==> config.mk <==
export PLATFORM = sky130hd
export DESIGN_NAME = log_packet_deframer_top
export DESIGN_NICKNAME = d
export VERILOG_FILES = /design/src/rtl/lpd_pkg.sv /design/src/rtl/lpd_core.sv /design/src/rtl/lpd_out_stage.sv /design/src/rtl/log_packet_deframer_top.sv
export SDC_FILE = /design/constraint.sdc
export NUM_CORES = 1
export LEC_CHECK = 0
export ABC_AREA = 1
export ABC_CLOCK_PERIOD_IN_PS = 3990
export BUFFER_PORTS_ARGS = -buffer_cell sky130_fd_sc_hd__buf_2
export CAP_MARGIN = 10
export CORE_MARGIN = 4
export CORE_UTILIZATION = 50
export CTS_CLUSTER_SIZE = 40
export DETAILED_ROUTE_END_ITERATION = 12
export GPL_TIMING_DRIVEN = 0
export PLACE_DENSITY = 0.7
export SYNTH_ARGS = -nofsm -noshare
export SYNTH_HDL_FRONTEND = slang
export SYNTH_SLANG_ARGS = --single-unit
export TNS_END_PERCENT = 5
==> constraint.sdc <==
create_clock -name aclk -period 3.99 [get_ports aclk]
set_input_delay 0 -clock aclk [delete_from_list [all_inputs] [get_ports aclk]]
set_output_delay 0 -clock aclk [all_outputs]
set_load 0.01 [all_outputs]
==> src/rtl/lpd_pkg.sv <==
// shared types, constants and helpers for the log packet deframer
`timescale 1ns / 1ps

package lpd_pkg;

    localparam logic [7:0] CH_CR = 8'h0D;
    localparam logic [7:0] CH_LF = 8'h0A;
    localparam logic [7:0] CH_GT = 8'h3E;

    localparam logic [7:0] PKT_RAW_ADC = 8'h00;
    localparam logic [7:0] PKT_CAL     = 8'h01;
    localparam logic [7:0] PKT_STAMP   = 8'h02;

    localparam logic KIND_RAW = 1'b0;
    localparam logic KIND_CAL = 1'b1;

    localparam int TDATA_W = 72;

    typedef struct packed {
        logic        record_kind;
        logic [15:0] sample_value;
        logic [7:0]  sample_index;
        logic        last;
        logic [7:0]  gain_level;
        logic [7:0]  current_tenths_ma;
        logic [15:0] cal_raw_value;
        logic [15:0] cal_timestamp;
    } lpd_result_t;

    // little-endian byte placement into a 16-bit word, bytes past the second drop out
    function automatic logic [15:0] place_byte(input logic [7:0] b, input logic [2:0] pos);
        logic [15:0] w;
        case (pos)
            3'd0:    w = {8'h00, b};
            3'd1:    w = {b, 8'h00};
            default: w = 16'h0000;
        endcase
        return w;
    endfunction

endpackage

==> src/rtl/lpd_core.sv <==
// marker hunt and packet parser: one byte per step, result built combinationally
`timescale 1ns / 1ps

module lpd_core #(
    parameter int SAMPLE_BYTES = 2,
    parameter int STAMP_BYTES  = 2
) (
    input  logic                 aclk,
    input  logic                 aresetn,
    input  logic                 step,
    input  logic [7:0]           data_byte,
    output logic                 res_valid,
    output lpd_pkg::lpd_result_t res
);

    typedef enum logic [1:0] {FR_HUNT, FR_TYPE, FR_LEN, FR_PAYLOAD} frame_t;
    typedef enum logic [1:0] {PP_FIRST, PP_RAW, PP_CURRENT, PP_STAMP} pphase_t;

    // history_reg[2] is the newest byte
    logic [7:0]  history_reg [3];
    logic [7:0]  history_next [3];
    frame_t      frame_reg, frame_next;
    logic [7:0]  type_reg, type_next;
    pphase_t     pphase_reg, pphase_next;
    logic [2:0]  bcount_reg, bcount_next;
    logic [7:0]  total_reg, total_next;
    logic [7:0]  scount_reg, scount_next;
    logic [15:0] acc_reg, acc_next;
    logic [7:0]  pga_reg, pga_next;
    logic [7:0]  cur_reg, cur_next;
    logic [15:0] craw_reg, craw_next;

    logic [2:0]  bcount_inc;
    logic [15:0] acc_placed;
    logic [15:0] craw_placed;
    logic [8:0]  scount_inc;
    logic        marker_hit;

    always_comb begin
        bcount_inc  = bcount_reg + 3'd1;
        acc_placed  = acc_reg | lpd_pkg::place_byte(data_byte, bcount_reg);
        craw_placed = craw_reg | lpd_pkg::place_byte(data_byte, bcount_reg);
        scount_inc  = {1'b0, scount_reg} + 9'd1;
        marker_hit  = (history_reg[0] == lpd_pkg::CH_CR) && (history_reg[1] == lpd_pkg::CH_LF)
                   && (history_reg[2] == lpd_pkg::CH_GT) && (data_byte == lpd_pkg::CH_GT);
    end

    always_comb begin
        history_next = history_reg;
        frame_next   = frame_reg;
        type_next    = type_reg;
        pphase_next  = pphase_reg;
        bcount_next  = bcount_reg;
        total_next   = total_reg;
        scount_next  = scount_reg;
        acc_next     = acc_reg;
        pga_next     = pga_reg;
        cur_next     = cur_reg;
        craw_next    = craw_reg;
        res_valid    = 1'b0;
        res          = '0;

        unique case (frame_reg)
            FR_HUNT: begin
                history_next[0] = history_reg[1];
                history_next[1] = history_reg[2];
                history_next[2] = data_byte;
                if (marker_hit) begin
                    frame_next  = FR_TYPE;
                    type_next   = 8'h00;
                    pphase_next = PP_FIRST;
                    bcount_next = 3'd0;
                    total_next  = 8'h00;
                    scount_next = 8'h00;
                    acc_next    = 16'h0000;
                    pga_next    = 8'h00;
                    cur_next    = 8'h00;
                    craw_next   = 16'h0000;
                end
            end
            FR_TYPE: begin
                type_next  = data_byte;
                frame_next = FR_LEN;
            end
            FR_LEN: begin
                frame_next = FR_PAYLOAD;
            end
            FR_PAYLOAD: begin
                case (type_reg)
                    lpd_pkg::PKT_RAW_ADC: begin
                        if (pphase_reg == PP_FIRST) begin
                            total_next  = data_byte;
                            pphase_next = PP_RAW;
                        end else if (bcount_inc < 3'(SAMPLE_BYTES)) begin
                            acc_next    = acc_placed;
                            bcount_next = bcount_inc;
                        end else begin
                            bcount_next      = 3'd0;
                            acc_next         = 16'h0000;
                            res_valid        = 1'b1;
                            res.record_kind  = lpd_pkg::KIND_RAW;
                            res.sample_value = acc_placed;
                            res.sample_index = scount_reg;
                            // a count of zero behaves as a count of one
                            if (scount_inc >= {1'b0, total_reg}) begin
                                res.last    = 1'b1;
                                scount_next = 8'h00;
                                frame_next  = FR_HUNT;
                            end else begin
                                scount_next = scount_inc[7:0];
                            end
                        end
                    end
                    lpd_pkg::PKT_CAL: begin
                        unique case (pphase_reg)
                            PP_FIRST: begin
                                pga_next    = data_byte;
                                pphase_next = PP_RAW;
                            end
                            PP_RAW: begin
                                craw_next = craw_placed;
                                if (bcount_inc >= 3'(SAMPLE_BYTES)) begin
                                    bcount_next = 3'd0;
                                    pphase_next = PP_CURRENT;
                                end else begin
                                    bcount_next = bcount_inc;
                                end
                            end
                            PP_CURRENT: begin
                                cur_next    = data_byte;
                                pphase_next = PP_STAMP;
                            end
                            PP_STAMP: begin
                                acc_next = acc_placed;
                                if (bcount_inc < 3'(STAMP_BYTES)) begin
                                    bcount_next = bcount_inc;
                                end else begin
                                    bcount_next           = 3'd0;
                                    frame_next            = FR_HUNT;
                                    res_valid             = 1'b1;
                                    res.record_kind       = lpd_pkg::KIND_CAL;
                                    res.last              = 1'b1;
                                    res.gain_level        = pga_reg;
                                    res.current_tenths_ma = cur_reg;
                                    res.cal_raw_value     = craw_reg;
                                    res.cal_timestamp     = acc_placed;
                                end
                            end
                            default: ;
                        endcase
                    end
                    // timestamp and unknown types: drop the byte and hunt again
                    default: frame_next = FR_HUNT;
                endcase
            end
            default: frame_next = FR_HUNT;
        endcase
    end

    always_ff @(posedge aclk) begin
        if (!aresetn) begin
            history_reg <= '{8'h00, 8'h00, 8'h00};
            frame_reg   <= FR_HUNT;
            type_reg    <= 8'h00;
            pphase_reg  <= PP_FIRST;
            bcount_reg  <= 3'd0;
            total_reg   <= 8'h00;
            scount_reg  <= 8'h00;
            acc_reg     <= 16'h0000;
            pga_reg     <= 8'h00;
            cur_reg     <= 8'h00;
            craw_reg    <= 16'h0000;
        end else if (step) begin
            history_reg <= history_next;
            frame_reg   <= frame_next;
            type_reg    <= type_next;
            pphase_reg  <= pphase_next;
            bcount_reg  <= bcount_next;
            total_reg   <= total_next;
            scount_reg  <= scount_next;
            acc_reg     <= acc_next;
            pga_reg     <= pga_next;
            cur_reg     <= cur_next;
            craw_reg    <= craw_next;
        end
    end

    property p_bcount_bounded;
        @(posedge aclk) disable iff (!aresetn)
        bcount_reg < 3'd4;
    endproperty
    a_bcount_bounded: assert property (p_bcount_bounded)
        else $error("byte counter out of range");

    property p_result_ends_or_continues;
        @(posedge aclk) disable iff (!aresetn)
        step && res_valid && res.last |=> frame_reg == FR_HUNT;
    endproperty
    a_result_ends: assert property (p_result_ends_or_continues)
        else $error("final result did not return to hunting");

    property p_result_only_in_payload;
        @(posedge aclk) disable iff (!aresetn)
        res_valid |-> frame_reg == FR_PAYLOAD;
    endproperty
    a_result_payload: assert property (p_result_only_in_payload)
        else $error("result outside payload");

endmodule

==> src/rtl/lpd_out_stage.sv <==
// result register between the parser and the output stream
`timescale 1ns / 1ps

module lpd_out_stage (
    input  logic                        aclk,
    input  logic                        aresetn,
    input  logic                        load,
    input  lpd_pkg::lpd_result_t        res,
    output logic                        free,
    output logic                        m_tvalid,
    input  logic                        m_tready,
    output logic [lpd_pkg::TDATA_W-1:0] m_tdata,
    output logic [0:0]                  m_tuser,
    output logic                        m_tlast
);

    logic                 valid_reg;
    lpd_pkg::lpd_result_t data_reg;

    assign free = !valid_reg || m_tready;

    always_ff @(posedge aclk) begin
        if (!aresetn) begin
            valid_reg <= 1'b0;
        end else if (free) begin
            valid_reg <= load;
        end
    end

    always_ff @(posedge aclk) begin
        if (free && load) begin
            data_reg <= res;
        end
    end

    assign m_tvalid = valid_reg;
    assign m_tuser  = data_reg.record_kind;
    assign m_tlast  = data_reg.last;
    assign m_tdata  = {data_reg.cal_timestamp, data_reg.cal_raw_value,
                       data_reg.current_tenths_ma, data_reg.gain_level,
                       data_reg.sample_index, data_reg.sample_value};

endmodule

==> src/rtl/log_packet_deframer_top.sv <==
// top level of the log packet deframer
`timescale 1ns / 1ps

// Byte-stream deframer for a binary log link. Bytes enter on s_tdata; the block
// hunts for CR LF '>' '>', then reads type and length bytes and the payload.
// Type 0 yields one beat per finished ADC sample (tlast on the final one, a
// count of zero counts as one); type 1 yields one calibration beat; other
// types drop back to hunting. Each input byte is registered, parsed by the
// state logic, and its result lands in the output register, so a new beat
// is taken each cycle while m_tready keeps up.

module log_packet_deframer_top #(
    parameter int SAMPLE_BYTES = 2,
    parameter int STAMP_BYTES  = 2
) (
    input  logic                        aclk,
    input  logic                        aresetn,
    input  logic                        s_tvalid,
    output logic                        s_tready,
    input  logic [7:0]                  s_tdata,  // [7:0] data_byte
    output logic                        m_tvalid,
    input  logic                        m_tready,
    // [15:0] sample_value, [23:16] sample_index, [31:24] gain_level,
    // [39:32] current_tenths_ma, [55:40] cal_raw_value, [71:56] cal_timestamp
    output logic [lpd_pkg::TDATA_W-1:0] m_tdata,
    output logic [0:0]                  m_tuser,  // [0] record_kind
    output logic                        m_tlast
);

    logic                 in_valid_reg;
    logic [7:0]           in_byte_reg;
    logic                 out_free;
    logic                 advance;
    logic                 res_valid;
    lpd_pkg::lpd_result_t res;

    assign advance  = in_valid_reg && out_free;
    assign s_tready = !in_valid_reg || advance;

    always_ff @(posedge aclk) begin
        if (!aresetn) begin
            in_valid_reg <= 1'b0;
        end else if (s_tready) begin
            in_valid_reg <= s_tvalid;
        end
    end

    always_ff @(posedge aclk) begin
        if (s_tready && s_tvalid) begin
            in_byte_reg <= s_tdata;
        end
    end

    lpd_core #(
        .SAMPLE_BYTES (SAMPLE_BYTES),
        .STAMP_BYTES  (STAMP_BYTES)
    ) u_core (
        .aclk      (aclk),
        .aresetn   (aresetn),
        .step      (advance),
        .data_byte (in_byte_reg),
        .res_valid (res_valid),
        .res       (res)
    );

    lpd_out_stage u_out (
        .aclk     (aclk),
        .aresetn  (aresetn),
        .load     (advance && res_valid),
        .res      (res),
        .free     (out_free),
        .m_tvalid (m_tvalid),
        .m_tready (m_tready),
        .m_tdata  (m_tdata),
        .m_tuser  (m_tuser),
        .m_tlast  (m_tlast)
    );

    property p_cal_is_last;
        @(posedge aclk) disable iff (!aresetn)
        m_tvalid && m_tuser[0] |-> m_tlast;
    endproperty
    a_cal_is_last: assert property (p_cal_is_last)
        else $error("calibration beat without tlast");

    property p_cal_no_sample;
        @(posedge aclk) disable iff (!aresetn)
        m_tvalid && m_tuser[0] |-> m_tdata[23:0] == 24'h000000;
    endproperty
    a_cal_no_sample: assert property (p_cal_no_sample)
        else $error("calibration beat carries sample fields");

    property p_raw_no_cal;
        @(posedge aclk) disable iff (!aresetn)
        m_tvalid && !m_tuser[0] |-> m_tdata[71:24] == 48'h0;
    endproperty
    a_raw_no_cal: assert property (p_raw_no_cal)
        else $error("sample beat carries calibration fields");

    property p_held_byte;
        @(posedge aclk) disable iff (!aresetn)
        in_valid_reg && !advance |=> in_valid_reg && $stable(in_byte_reg);
    endproperty
    a_held_byte: assert property (p_held_byte)
        else $error("pending input byte lost");

endmodule

# Word-level counts from Yosys, hierarchy flattened

Cells that the tools add are included.

Register bits after elaboration: 187
Word-level logic and storage cells: 153

Add/sub/neg operators: 2
Magnitude comparators: 3
Equal/unequal tests: 30
Mux-type cells: 58
Bitwise gates (word level): 6
Reduce and logical (&&, ||, !) cells: 30

Operators by type and width:

| kind                                                 | count |
|---|---|
| one-hot mux 16 bit (2 select lines)                  | 4 |
| 2-to-1 mux 49 bit                                    | 2 |
| 2-to-1 mux 16 bit                                    | 6 |
| 2-to-1 mux 8 bit                                     | 10 |
| one-hot mux 8 bit (2 select lines)                   | 5 |
| bitwise OR 16 bit                                    | 2 |
| 2-to-1 mux 26 bit                                    | 1 |
| 2-to-1 mux 25 bit                                    | 1 |
| AND reduction 5 bit                                  | 4 |
| 2-to-1 mux 2 bit                                     | 9 |
| one-hot mux 3 bit (2 select lines)                   | 3 |
| AND reduction 6 bit                                  | 3 |
| equality test 8 x 4 -> 1 bit (second input constant) | 2 |
| equality test 8 x 6 -> 1 bit (second input constant) | 2 |
| AND reduction 7 bit                                  | 2 |
| 2-to-1 mux 3 bit                                     | 4 |
| != test 3 bit (second input constant)                | 4 |
| one-hot mux 2 bit (2 select lines)                   | 3 |
| adder 8 x 1 -> 9 bit (second input constant)         | 1 |
| >= comparator 9 x 8 -> 1 bit                         | 1 |
| equality test 2 bit (second input constant)          | 4 |
| equality test 8 x 1 -> 1 bit (second input constant) | 1 |
| logical NOT 8 bit                                    | 1 |
| != test 2 x 1 -> 1 bit (second input constant)       | 4 |
| 25 further kinds                                     | 50 |

# Longest topological paths before layout

Gate-level depths: netlist of run 1.

Word-level depth: 8
Depth in mapped cells: 16
Gate-level depth less buffers: 16

# Hierarchy

From an unflattened synthesis of run 1, not the netlist that was laid out.

Cells, all modules: 970
Area, all modules: 8224.1 µm²

Modules (own cells, without submodules):

| module                  | instances | cells an instance | area each (µm²) | sequential area each (µm²) |
|---|---|---|---|---|
| lpd_core                | 1         | 870               | 5644.2          | 2062.0 |
| lpd_out_stage           | 1         | 81                | 2273.4          | 2242.2 |
| log_packet_deframer_top | 1         | 19                | 306.5           | 260.2 |

# Worst setup path after synthesis of run 1

Ideal clock, no wire load.

Kind: flip-flop to flip-flop
Start point: reg u_core.frame_reg[0]
End point: reg u_out.data_reg, in the netlist u_out.m_tdata[0] (enable)
Library setup time: 0.428 ns
Arrival: 2.730 ns
Setup slack: 0.832 ns
Cell stages (with the launch flop): 8
Path buffers: 2
Path through: dfxtp_1 ha_1 buf_2 clkbuf_1 nand2_1 inv_1 nand2_1 inv_1

Word-level cells in the longest chain between the ends: 4

RTL lines:

| what                   | line                          | RTL |
|---|---|---|
| start, declared        | lpd_core.sv:22                | `frame_t frame_reg, frame_next;` |
| start signal, assigned | lpd_core.sv:175               | `frame_reg <= frame_next;` |
| equality test 2 bit    | lpd_core.sv:63                | `unique case (frame_reg)` |
| 2-to-1 mux 1 bit       | lpd_core.sv:63                |  |
| logical AND 1 bit      | log_packet_deframer_top.sv:69 | `.load (advance && res_valid),` |
| logical AND 1 bit      | lpd_out_stage.sv:31           | `if (free && load) begin` |
| end signal, assigned   | lpd_out_stage.sv:32           | `data_reg <= res;` |
| end, declared          | lpd_out_stage.sv:18           | `lpd_pkg::lpd_result_t data_reg;` |

No other way between the ends.
A chain may end at the register's enable or synchronous reset.

# Final worst setup path of run 1

Start point: reg u_core.scount_reg[0]
End point: reg u_out.data_reg, in the netlist u_out.m_tlast (data pin)

Word-level cells in the longest chain between the ends: 6

RTL lines:

| what                               | line            | RTL |
|---|---|---|
| start, declared                    | lpd_core.sv:27  | `logic [7:0] scount_reg, scount_next;` |
| start signal, assigned             | lpd_core.sv:180 | `scount_reg <= scount_next;` |
| adder 8 x 1 -> 9 bit               | lpd_core.sv:43  | `scount_inc = {1'b0, scount_reg} + 9'd1;` |
| >= comparator 9 x 8 -> 1 bit       | lpd_core.sv:105 | `if (scount_inc >= {1'b0, total_reg}) begin` |
| 2-to-1 mux 1 bit                   | lpd_core.sv:105 |  |
| 2-to-1 mux 25 bit                  | lpd_core.sv:94  | `end else if (bcount_inc < 3'(SAMPLE_BYTES)) begin` |
| 2-to-1 mux 26 bit                  | lpd_core.sv:91  | `if (pphase_reg == PP_FIRST) begin` |
| one-hot mux 1 bit (2 select lines) | lpd_core.sv:89  | `case (type_reg)` |

No other way between the ends.

==> flow_summary.toml, run 1 <==
[outcome]
outcome = "completed"

[placed_design]
numPortBuffers = 87
detailedPlace.worstSlack_ns = 1.21
place.gp.congestion = 0.896
place_hpwl_um = 12400
dpl_cell_area_um2 = 8950
dp.cells = 1276

[setup_path]
crit_start = "u_core.scount_reg[0]$_SDFFE_PN0P_"
reg2reg_depth = 12
crit_required_ns = 4.18
critPathKind = "register to register"
r2r_slack_ns = 1.13
arrival_ns = 3.05
cp-end-kind = "register"
reg2reg_to = "u_out.m_tlast$_SDFFCE_PN0P_"
startpoint_type = "register"
crit_fanout = 9
r2r-start = "u_core.scount_reg[0]$_SDFFE_PN0P_"

[synth]
netlist_instances = 973
yosysTopAreaCell = "edfxtp_1"
synth_top_area_frac = 0.299
synth_warnings = 0
syn_area_um2 = 8240
yosysUniqueCellTypes = 35
ys.flop_type = "dfxtp_1"
synth.net_count = 1008
post-synth-top-count-cell = "nand2_1"
avgSynthCellArea_um2 = 8.47
synth-seq-cells = 187
synth_edf_count = 82
synth_area_leaders = "edfxtp_1, dfxtp_1, nand2_1"
synth_seq_area_share = 0.554
synth_common_cells = "nand2_1, nor2_1, inv_1"
async_flop_share = 0

[clock_network]
cts-resized-gates = 0
clkSlewWorstSetupHoldPaths_ns = 0.07
root_buffer = "clkbuf_16"
cts_buffers = 17
clockBufferDepth = 2
cts_tree = "yes"
clk_latency_ns = 0.44
cts_num_sinks = 187
htreeDepth = 4

[worst_hold_path]
hold_path_startpoint = "s_tdata[1]"
min_path_cells = 2
min_to = "in_byte_reg[1]$_DFFE_PP_"
min_path_type = "input port to register"

[die]
die_w_um = 136
core_um2 = 16000
num_rows = 46
pin_count = 88
initial_core_util = 0.515
die_area_um2 = 18600
fp.dieH_um = 136

[sta]
post-route-period-util = 0.717
finalMaxSlewViolations = 0
skew_ns = 0.0137
setup_viol = 0
rsz0062_at_grt = "no"
fin_crit_ns = 2.86
fin_ws_ns = 1.13
max_freq_mhz = 350
hold_violations = 0
relSlewSlack = 0.399
tightest_slew_ns = 0.901

[drt]
firstDrtPassIters = 5
drtAntennaViolNets = 0
via_per_inst = 4.82
drt_iter0_drc = 334
num_vias = 6355
drc_errors = 0
drt_wl_total_um = 17700
routedWlPerCell_um = 13.4

[finish]
area_growth_syn_to_layout_pct = 17.1
layout-drive-gt1-share = 0.151
largest_reg_flops = 72
fin_area_um2 = 9650
stdcell_count = 1319
nets = 1125
n_antenna_cell = 0
utilization = 0.603
nFillCells = 1435

[power]
cellPowerDensity_nw_per_um2 = 395
power.total_w = 0.00381
peakVddDrop_v = 0.000310
p_leak_nw = 4.36

[global_route]
grt_pass1_vias = 5856
grt_max_degree = 75
overflow = 0
antenna_found_initial = 0
grt_pass1_wl_um = 29000
grt_usage = 0.201

[run]
max_cap_viol_count = 0
[through the flow]
step	setup TNS [ns]	hold slack (ns)
after floorplan	0	0.0989
after global placement	-2.95	0.180
after detailed placement	0	0.182
after CTS	0	0.267
after global routing	0	0.270
final	0	0.295
[how the worst max path moves through the flow]
stage	to	slack, ns
after floorplan	u_out.m_tdata[0]$_SDFFCE_PP0P_	0.83
after global placement	u_out.m_tdata[58]$_SDFFCE_PP0P_	-0.05
after detailed placement	u_out.m_tlast$_SDFFCE_PN0P_	1.21
after CTS	u_out.m_tlast$_SDFFCE_PN0P_	1.17
after global routing	u_out.m_tlast$_SDFFCE_PN0P_	0.97
final	u_out.m_tlast$_SDFFCE_PN0P_	1.13
[cell families after synthesis]
kind of cell / Yosys count / synth area share
buf+inv: 202 / 0.0993
fa+ha+maj: 23 / 0.0349
xor+xnor: 5 / 0.00531
simple gates: 430 / 0.225
compound gates: 126 / 0.0814
flops: 187 / 0.554
[final cells by class]
cell class / instances / area (µm²) / area share
clock buffers: 21 / 504 / 0.0522
multi-input cells: 584 / 2860 / 0.296
flip-flops and latches: 187 / 4560 / 0.473
repair buffers: 98 / 546 / 0.0565
inverters: 167 / 629 / 0.0652
plain buffers: 35 / 191 / 0.0198
clock inverters: 11 / 90.1 / 0.00933
well taps: 216 / 270 / 0.0280
[metal layers]
layer  vias up  wire [µm]  global-route usage
li1       3284          -                   -
met1      2877       8060               0.265
met2       160       8210               0.320
met3        34        993              0.0518
met4         0        386              0.0728
met5         -          0                   0
[power by group]
group | leakage [nW] | internal, W | switching (W) | total [W]
sequential | 1.79 | 0.00200 | 0.0000281 | 0.00203
combinational | 2.28 | 0.0000361 | 0.0000685 | 0.000105
clock | 0.299 | 0.000926 | 0.000752 | 0.00168
total | 4.36 | 0.00296 | 0.000849 | 0.00381
[critical path, cell delays in order, from the launching register on]
cell and delay [ns]:
dfxtp_1 0.40, ha_1 0.22, nand3_1 0.14, nor2_1 0.22, xor2_1 0.17, inv_1 0.08, ha_1 0.31, a21oi_1 0.15
nand2_1 0.09, a21oi_1 0.58, nand2_1 0.13, nand2_1 0.09, inv_1 0.04
[layout by cell type, fill, tap and decap left out, drive strengths merged, types with 2 or more instances in the layout]
| cell type | netlist | routed |
|---|---|---|
| a21oi | 82 | 82 |
| nand3 | 46 | 46 |
| clkinv | 1 | 4 |
| clkbuf | 18 | 39 |
| nand4 | 10 | 10 |
| nor3 | 2 | 2 |
| xor2 | 5 | 5 |
| nor2 | 165 | 165 |
| edfxtp | 82 | 82 |
| buf | 17 | 104 |
| dlygate4sd3 | 0 | 11 |
| nand2 | 190 | 190 |
| ha | 23 | 23 |
| inv | 166 | 174 |
| o21ai | 40 | 40 |
| or2 | 16 | 16 |
| dfxtp | 105 | 105 |
[repair_timing]
action / in CTS / in global routing
hold buffers: 11 / 0
hold endpoints to repair: 16 / 0
buffers inserted: 0 / 0
(Power assumes the default switching activity.)
==> inputs of run 2 (changes only) <==
--- a/config.mk
+++ b/config.mk
@@ -5,8 +5,8 @@
 export SDC_FILE = /design/constraint.sdc
 export NUM_CORES = 1
 export LEC_CHECK = 0
-export ABC_AREA = 1
-export ABC_CLOCK_PERIOD_IN_PS = 3990
+export ABC_AREA = 0
+export ABC_CLOCK_PERIOD_IN_PS = 2800
 export BUFFER_PORTS_ARGS = -buffer_cell sky130_fd_sc_hd__buf_2
 export CAP_MARGIN = 10
 export CORE_MARGIN = 4
==> constraint.sdc (replaced) <==
create_clock -name aclk -period 2.8 [get_ports aclk]
set_input_delay 0 -clock aclk [delete_from_list [all_inputs] [get_ports aclk]]
set_output_delay 0 -clock aclk [all_outputs]
set_load 0.01 [all_outputs]
==> run 2 against run 1 <==
Compared with the run above: area after synthesis fell by 6.8%; sequential share of layout area is 1.8 points higher; register-to-register slack worse by 1.1 ns; clock skew shrank 0.0051 ns; count of clock-buffer cells in the layout is 2 lower; highest routed layer unchanged; critical path depth shrank 1; clock power up 33%; die area is 6.4% lower; hold slack got worse by 0.022 ns.
==> flow_summary.toml, run 2 <==
[synth]
async_flop_share = 0
synth_edf_count = 82
netlist_instances = 713
synth_seq_area_share = 0.595
yosysUniqueCellTypes = 59
post-synth-top-count-cell = "dfxtp_1"
synth-seq-cells = 187
ys.flop_type = "dfxtp_1"
synth_common_cells = "dfxtp_1, nand2_1, edfxtp_1"
synth_warnings = 0
avgSynthCellArea_um2 = 10.8
synth.net_count = 748
syn_area_um2 = 7680
synth_top_area_frac = 0.321
yosysTopAreaCell = "edfxtp_1"
synth_area_leaders = "edfxtp_1, dfxtp_1, nand2_1"

[finish]
nets = 880
fin_area_um2 = 9330
largest_reg_flops = 72
area_growth_syn_to_layout_pct = 21.5
multi_input_area_um2 = 2980
mostFrequentLayoutCells = "dfxtp_1, buf_2, nand2_1, edfxtp_1, nor2_1"
seq_area_um2 = 4580
final_common_cell = "dfxtp_1"
n_antenna_cell = 0
nFillCells = 1192
layout-drive-gt1-share = 0.211

[placed_design]
place.gp.congestion = 0.917
detailedPlace.worstSlack_ns = -0.460
numPortBuffers = 87
dpl_cell_area_um2 = 8420
place_hpwl_um = 12000

[drt]
drt_iter0_drc = 356
drtAntennaViolNets = 0
firstDrtPassIters = 6
drt_wl_total_um = 17300
num_vias = 5720
routedWlPerCell_um = 16.5
drc_errors = 0
via_per_inst = 5.47

[setup_path]
crit_required_ns = 3.12
r2r_slack_ns = 0.03
cp_num_buf_inv = 0
crit_fanout = 3
cpMaxStageDelayCell = "dfxtp_4"
crit_path_max_incr_delay_ns = 0.35
cp_top_family = "compound AO/OA/AOI/OAI gates"
reg2reg_to = "u_core.frame_reg[0]$_SDFFE_PN0P_"
r2r-start = "u_core.scount_reg[0]$_SDFFE_PN0P_"
arrival_ns = 3.09
critPathKind = "register to register"
reg2reg_depth = 11
critical_path.cell_chain = "ha_4 > and4_4 > and3_4 > or2_4 > ha_4 > and3_4 > a221o_1 > a31o_4 > a211oi_4 > nor3_2 > o211a_1"
startpoint_type = "register"
cp-end-kind = "register"

[global_route]
grt_pass1_wl_um = 28500
grt_usage = 0.203
overflow = 0
grt_max_degree = 34
grt_pass1_vias = 5759
antenna_found_initial = 0

[sta]
fin_crit_ns = 2.77
tightest_slew_ns = 0.860
post-route-period-util = 0.990
relSlewSlack = 0.421
fin_ws_ns = 0.0278
finalMaxSlewViolations = 0
rsz0062_at_grt = "yes"
hold_violations = 0
whs_ns = 0.273
skew_ns = 0.00856
max_freq_mhz = 361
setup_viol = 0

[die]
pin_count = 88
initial_core_util = 0.507
core_um2 = 15100
fp.dieH_um = 132
die_area_um2 = 17400
num_rows = 45
die_w_um = 132

[clock_network]
htreeDepth = 4
clk_latency_ns = 0.43
root_buffer = "clkbuf_16"
clockBufferDepth = 2
cts_tree = "yes"
clkSlewWorstSetupHoldPaths_ns = 0.07
cts_buffers = 17
cts_num_sinks = 187

[worst_hold_path]
min_path_type = "input port to register"
hold_path_startpoint = "s_tdata[3]"
min_path_cells = 2
min_to = "in_byte_reg[3]$_DFFE_PP_"

[outcome]
outcome = "completed"

[run]
max_cap_viol_count = 0

[power]
peakVddDrop_v = 0.000382
p_comb_frac = 0.025
power.switching_w = 0.00111
swShare = 0.213
cellPowerDensity_nw_per_um2 = 560
p_leak_nw = 3.27
pwr-share-seq = 0.545
p_int_w = 0.00411
clockPowerShare = 0.430
## run 2: changes by cell type after synthesis, moves of 30 or more
cell	before	now
nand2_1	178	92
a21oi_1	81	51
and2_1	0	47
nand3_1	45	12
nor2_1	160	81
inv_1	157	23
## run 2: routing by layer
| layer | share of wire | GRT usage |
|---|---|---|
| met5 | 0 | 0 |
| met4 | 0.025 | 0.0881 |
| met1 | 0.43 | 0.260 |
| met3 | 0.060 | 0.0408 |
| met2 | 0.49 | 0.335 |
## run 2: what timing repair did
item | in CTS | in global routing
hold endpoints to repair | 12 | 0
setup endpoints to repair | 44 | 21
setup buffers | 9 | 2
hold buffers | 12 | 0
pin swaps | 11 | 9
gates resized for setup | 28 | 6
## run 2: worst max-delay path by stage
stage / startpoint / to / depth (start not counted)
finish: u_core.scount_reg[0]$_SDFFE_PN0P_ / u_core.frame_reg[0]$_SDFFE_PN0P_ / 11
global route: u_core.scount_reg[0]$_SDFFE_PN0P_ / u_core.frame_reg[0]$_SDFFE_PN0P_ / 11
CTS: u_core.scount_reg[2]$_SDFFE_PN0P_ / u_core.frame_reg[1]$_SDFFE_PN0P_ / 11
detailed placement: u_core.scount_reg[0]$_SDFFE_PN0P_ / u_core.frame_reg[0]$_SDFFE_PN0P_ / 11
global placement: u_core.type_reg[4]$_SDFFE_PN0P_ / u_out.m_tdata[31]$_SDFFCE_PP0P_ / 5
floorplan: u_core.scount_reg[0]$_SDFFE_PN0P_ / u_core.frame_reg[0]$_SDFFE_PN0P_ / 11
## run 2: layout make-up
class	instances	area share
repair buffers	113	0.0744
flip-flops and latches	187	0.491
inverters	23	0.00926
clock inverters	13	0.0123
multi-input cells	459	0.320
well taps	188	0.0252
plain buffers	44	0.0216
clock buffers	19	0.0464
## run 2: power groups by stage
stage / registers, W / clock network [W] / logic (W)
6_report: 0.00284 / 0.00224 / 0.000131
5_1_grt: 0.00284 / 0.00238 / 0.000144
4_1_cts: 0.00284 / 0.00228 / 0.000130
3_5_place_dp: 0.00291 / 0 / 0.000117
3_3_place_gp: 0.00291 / 0 / 0.000115
2_1_floorplan: 0.00291 / 0 / 0.0000720
## run 2: kinds of logic after synthesis
group | after synthesis | share of synthesized area
simple gates | 288 | 0.184
flops | 187 | 0.595
compound gates | 120 | 0.111
buf+inv | 67 | 0.0373
mux | 25 | 0.0326
fa+ha+maj | 23 | 0.0375
xor+xnor | 3 | 0.00342
## run 2: stage by stage
step	TNS, ns	utilization	cells	total power, W
6_report	0	0.616	1046	0.00522
4_1_cts	0	0.613	1043	0.00526
3_3_place_gp	-54.19	0.553	988	0.00302
3_5_place_dp	-7.36	0.556	990	0.00303
5_1_grt	-0.0385	0.616	1046	0.00537
2_1_floorplan	-0.204	-	713	0.00298
==> inputs of run 3 (changes only) <==
--- a/config.mk
+++ b/config.mk
@@ -6,7 +6,7 @@
 export NUM_CORES = 1
 export LEC_CHECK = 0
 export ABC_AREA = 0
-export ABC_CLOCK_PERIOD_IN_PS = 2800
+export ABC_CLOCK_PERIOD_IN_PS = 2700
 export BUFFER_PORTS_ARGS = -buffer_cell sky130_fd_sc_hd__buf_2
 export CAP_MARGIN = 10
 export CORE_MARGIN = 4
@@ -15,6 +15,7 @@
 export DETAILED_ROUTE_END_ITERATION = 12
 export GPL_TIMING_DRIVEN = 0
 export PLACE_DENSITY = 0.7
+export RECOVER_POWER = 100
 export SYNTH_ARGS = -nofsm -noshare
 export SYNTH_HDL_FRONTEND = slang
 export SYNTH_SLANG_ARGS = --single-unit
==> constraint.sdc (replaced) <==
create_clock -name aclk -period 2.7 [get_ports aclk]
set_input_delay 0 -clock aclk [delete_from_list [all_inputs] [get_ports aclk]]
set_output_delay 0 -clock aclk [all_outputs]
set_load 0.01 [all_outputs]
==> run 3 against run 2 <==
Compared with the run above: the run now ends with setup timing left; sequential cell count unchanged; routed wire length grew 2.0%; via count is 1.1% higher; sequential share of layout area barely moved; largest power group unchanged.
==> flow_summary.toml, run 3 (same netlist as run 2, synthesis figures left out) <==
[outcome]
outcome = "finished with violations"
violations = "setup timing"

[placed_design]
place.gp.congestion = 0.908
dp.cells = 990
place_hpwl_um = 12100
numPortBuffers = 87

[die]
num_rows = 45
core_um2 = 15100
die_w_um = 132
fp.dieH_um = 132
die_area_um2 = 17400
initial_core_util = 0.507
pin_count = 88

[sta]
post-route-period-util = 1.00
fin_crit_ns = 2.71
finalMaxSlewViolations = 0
max_freq_mhz = 369
fin_ws_ns = -0.00766
skew_ns = 0.00808
rsz0062_at_grt = "yes"
setup_viol = 1
hold_violations = 0
tightest_slew_ns = 0.914
relSlewSlack = 0.385

[clock_network]
cts_num_sinks = 187
clkSlewWorstSetupHoldPaths_ns = 0.07
cts_tree = "yes"
clockBufferDepth = 2
cts_buffers = 17
clk_latency_ns = 0.43
root_buffer = "clkbuf_16"
htreeDepth = 4

[setup_path]
critPathKind = "register to register"
crit_fanout = 4
r2r-start = "u_core.scount_reg[2]$_SDFFE_PN0P_"
crit_start = "u_core.scount_reg[2]$_SDFFE_PN0P_"
reg2reg_depth = 11
crit_path_max_incr_delay_ns = 0.37
reg2reg_to = "u_out.m_tlast$_SDFFCE_PN0P_"
endpoint = "u_out.m_tlast$_SDFFCE_PN0P_"
critical_path.cell_chain = "and3_4 > nand3_2 > and2_4 > or2_4 > ha_4 > a21o_1 > a221o_1 > a31o_4 > a21boi_4 > o31a_1 > nor3_1"
startpoint_type = "register"
cpMaxStageDelayCell = "dfxtp_4"
arrival_ns = 2.85
cp-end-kind = "register"
r2r_slack_ns = -0.008
crit_required_ns = 2.85

[drt]
routedWlPerCell_um = 16.8
num_vias = 5781
firstDrtPassIters = 4
drt_wl_total_um = 17600
drtAntennaViolNets = 0
drc_errors = 0
via_per_inst = 5.50
drt_iter0_drc = 335

[finish]
n_antenna_cell = 0
final_common_cell = "clkbuf_1"
nets = 886
area_growth_syn_to_layout_pct = 21.6
largest_reg_flops = 72
nFillCells = 1260
layout-drive-gt1-share = 0.134
mostFrequentLayoutCells = "clkbuf_1, dfxtp_1, nand2_1, edfxtp_1, nor2_1"
stdcell_count = 1052

[global_route]
grt_max_degree = 40
grt_pass1_vias = 5737
grtUsageMet2 = 0.345
antenna_found_initial = 0
grt_pass1_wl_um = 28200
grt_use_met1 = 0.242
grt.busiest_layer = "met2"
overflow = 0
use_met3 = 0.0622
grt_usage = 0.203

[worst_hold_path]
min_path_type = "input port to register"

[power]
cellPowerDensity_nw_per_um2 = 590
p_leak_nw = 3.21
peakVddDrop_v = 0.000385
power.total_w = 0.00551

[run]
max_cap_viol_count = 0
-- run 3: how the worst min path moves through the flow --
stage | from | cells past startpoint | slack, ns | end
2_1_floorplan | s_tdata[0] | 0 | 0.1 | in_byte_reg[0]$_DFFE_PP_
3_3_place_gp | s_tdata[4] | 1 | 0.18 | in_byte_reg[4]$_DFFE_PP_
3_5_place_dp | s_tdata[0] | 1 | 0.18 | in_byte_reg[0]$_DFFE_PP_
4_1_cts | s_tdata[2] | 2 | 0.25 | in_byte_reg[2]$_DFFE_PP_
5_1_grt | s_tdata[1] | 2 | 0.26 | in_byte_reg[1]$_DFFE_PP_
6_report | s_tdata[7] | 2 | 0.27 | in_byte_reg[7]$_DFFE_PP_
-- run 3: layer usage --
| layer | up-vias | routed length (µm) |
|---|---|---|
| met1 | 2776 | 7370 |
| met4 | 0 | 353 |
| met2 | 187 | 8690 |
| li1 | 2793 | - |
| met5 | - | 0 |
| met3 | 25 | 1230 |
-- run 3: stage by stage --
step	TNS (ns)	hold slack, ns	worst slack [ns]	utilization	instance area (µm²)
after floorplan	0	0.0989	0.000807	-	7770
after global placement	-42.56	0.177	-0.575	0.557	8440
after detailed placement	-1.37	0.179	-0.260	0.561	8490
after CTS	-0.0168	0.252	-0.0168	0.618	9370
after global routing	-3.52	0.262	-0.0864	0.616	9330
final	-0.00766	0.270	-0.00766	0.616	9330
-- run 3: final cells by class --
type | instances | area [µm²] | area share
well taps | 188 | 235 | 0.0252
clock buffers | 17 | 425 | 0.0456
flip-flops and latches | 187 | 4580 | 0.491
multi-input cells | 459 | 3000 | 0.321
inverters | 23 | 86.3 | 0.00925
plain buffers | 44 | 201 | 0.0216
clock inverters | 15 | 151 | 0.0162
repair buffers | 119 | 651 | 0.0697
-- run 3: what timing repair did --
item                                    4_1_cts  5_1_grt
endpoints found under the setup margin       11       76
pin swaps                                    10       11
hold buffers                                 12        0
buffers inserted                             13        4
endpoints found under the hold margin        12        0
gates resized for setup                      17       12
-- run 3: report_power, final --
group	total [W]	internal (W)	switching [W]
logic	0.000140	0.0000430	0.0000969
clock network	0.00242	0.00130	0.00112
registers	0.00295	0.00294	0.00000870
-- run 3: critical path: cells and delay by family, from the launching register on --
family | cells | cell delay [ns]
compound gates | 5 | 1.05
fa+ha+maj | 1 | 0.24
flops | 1 | 0.37
simple gates | 5 | 0.76
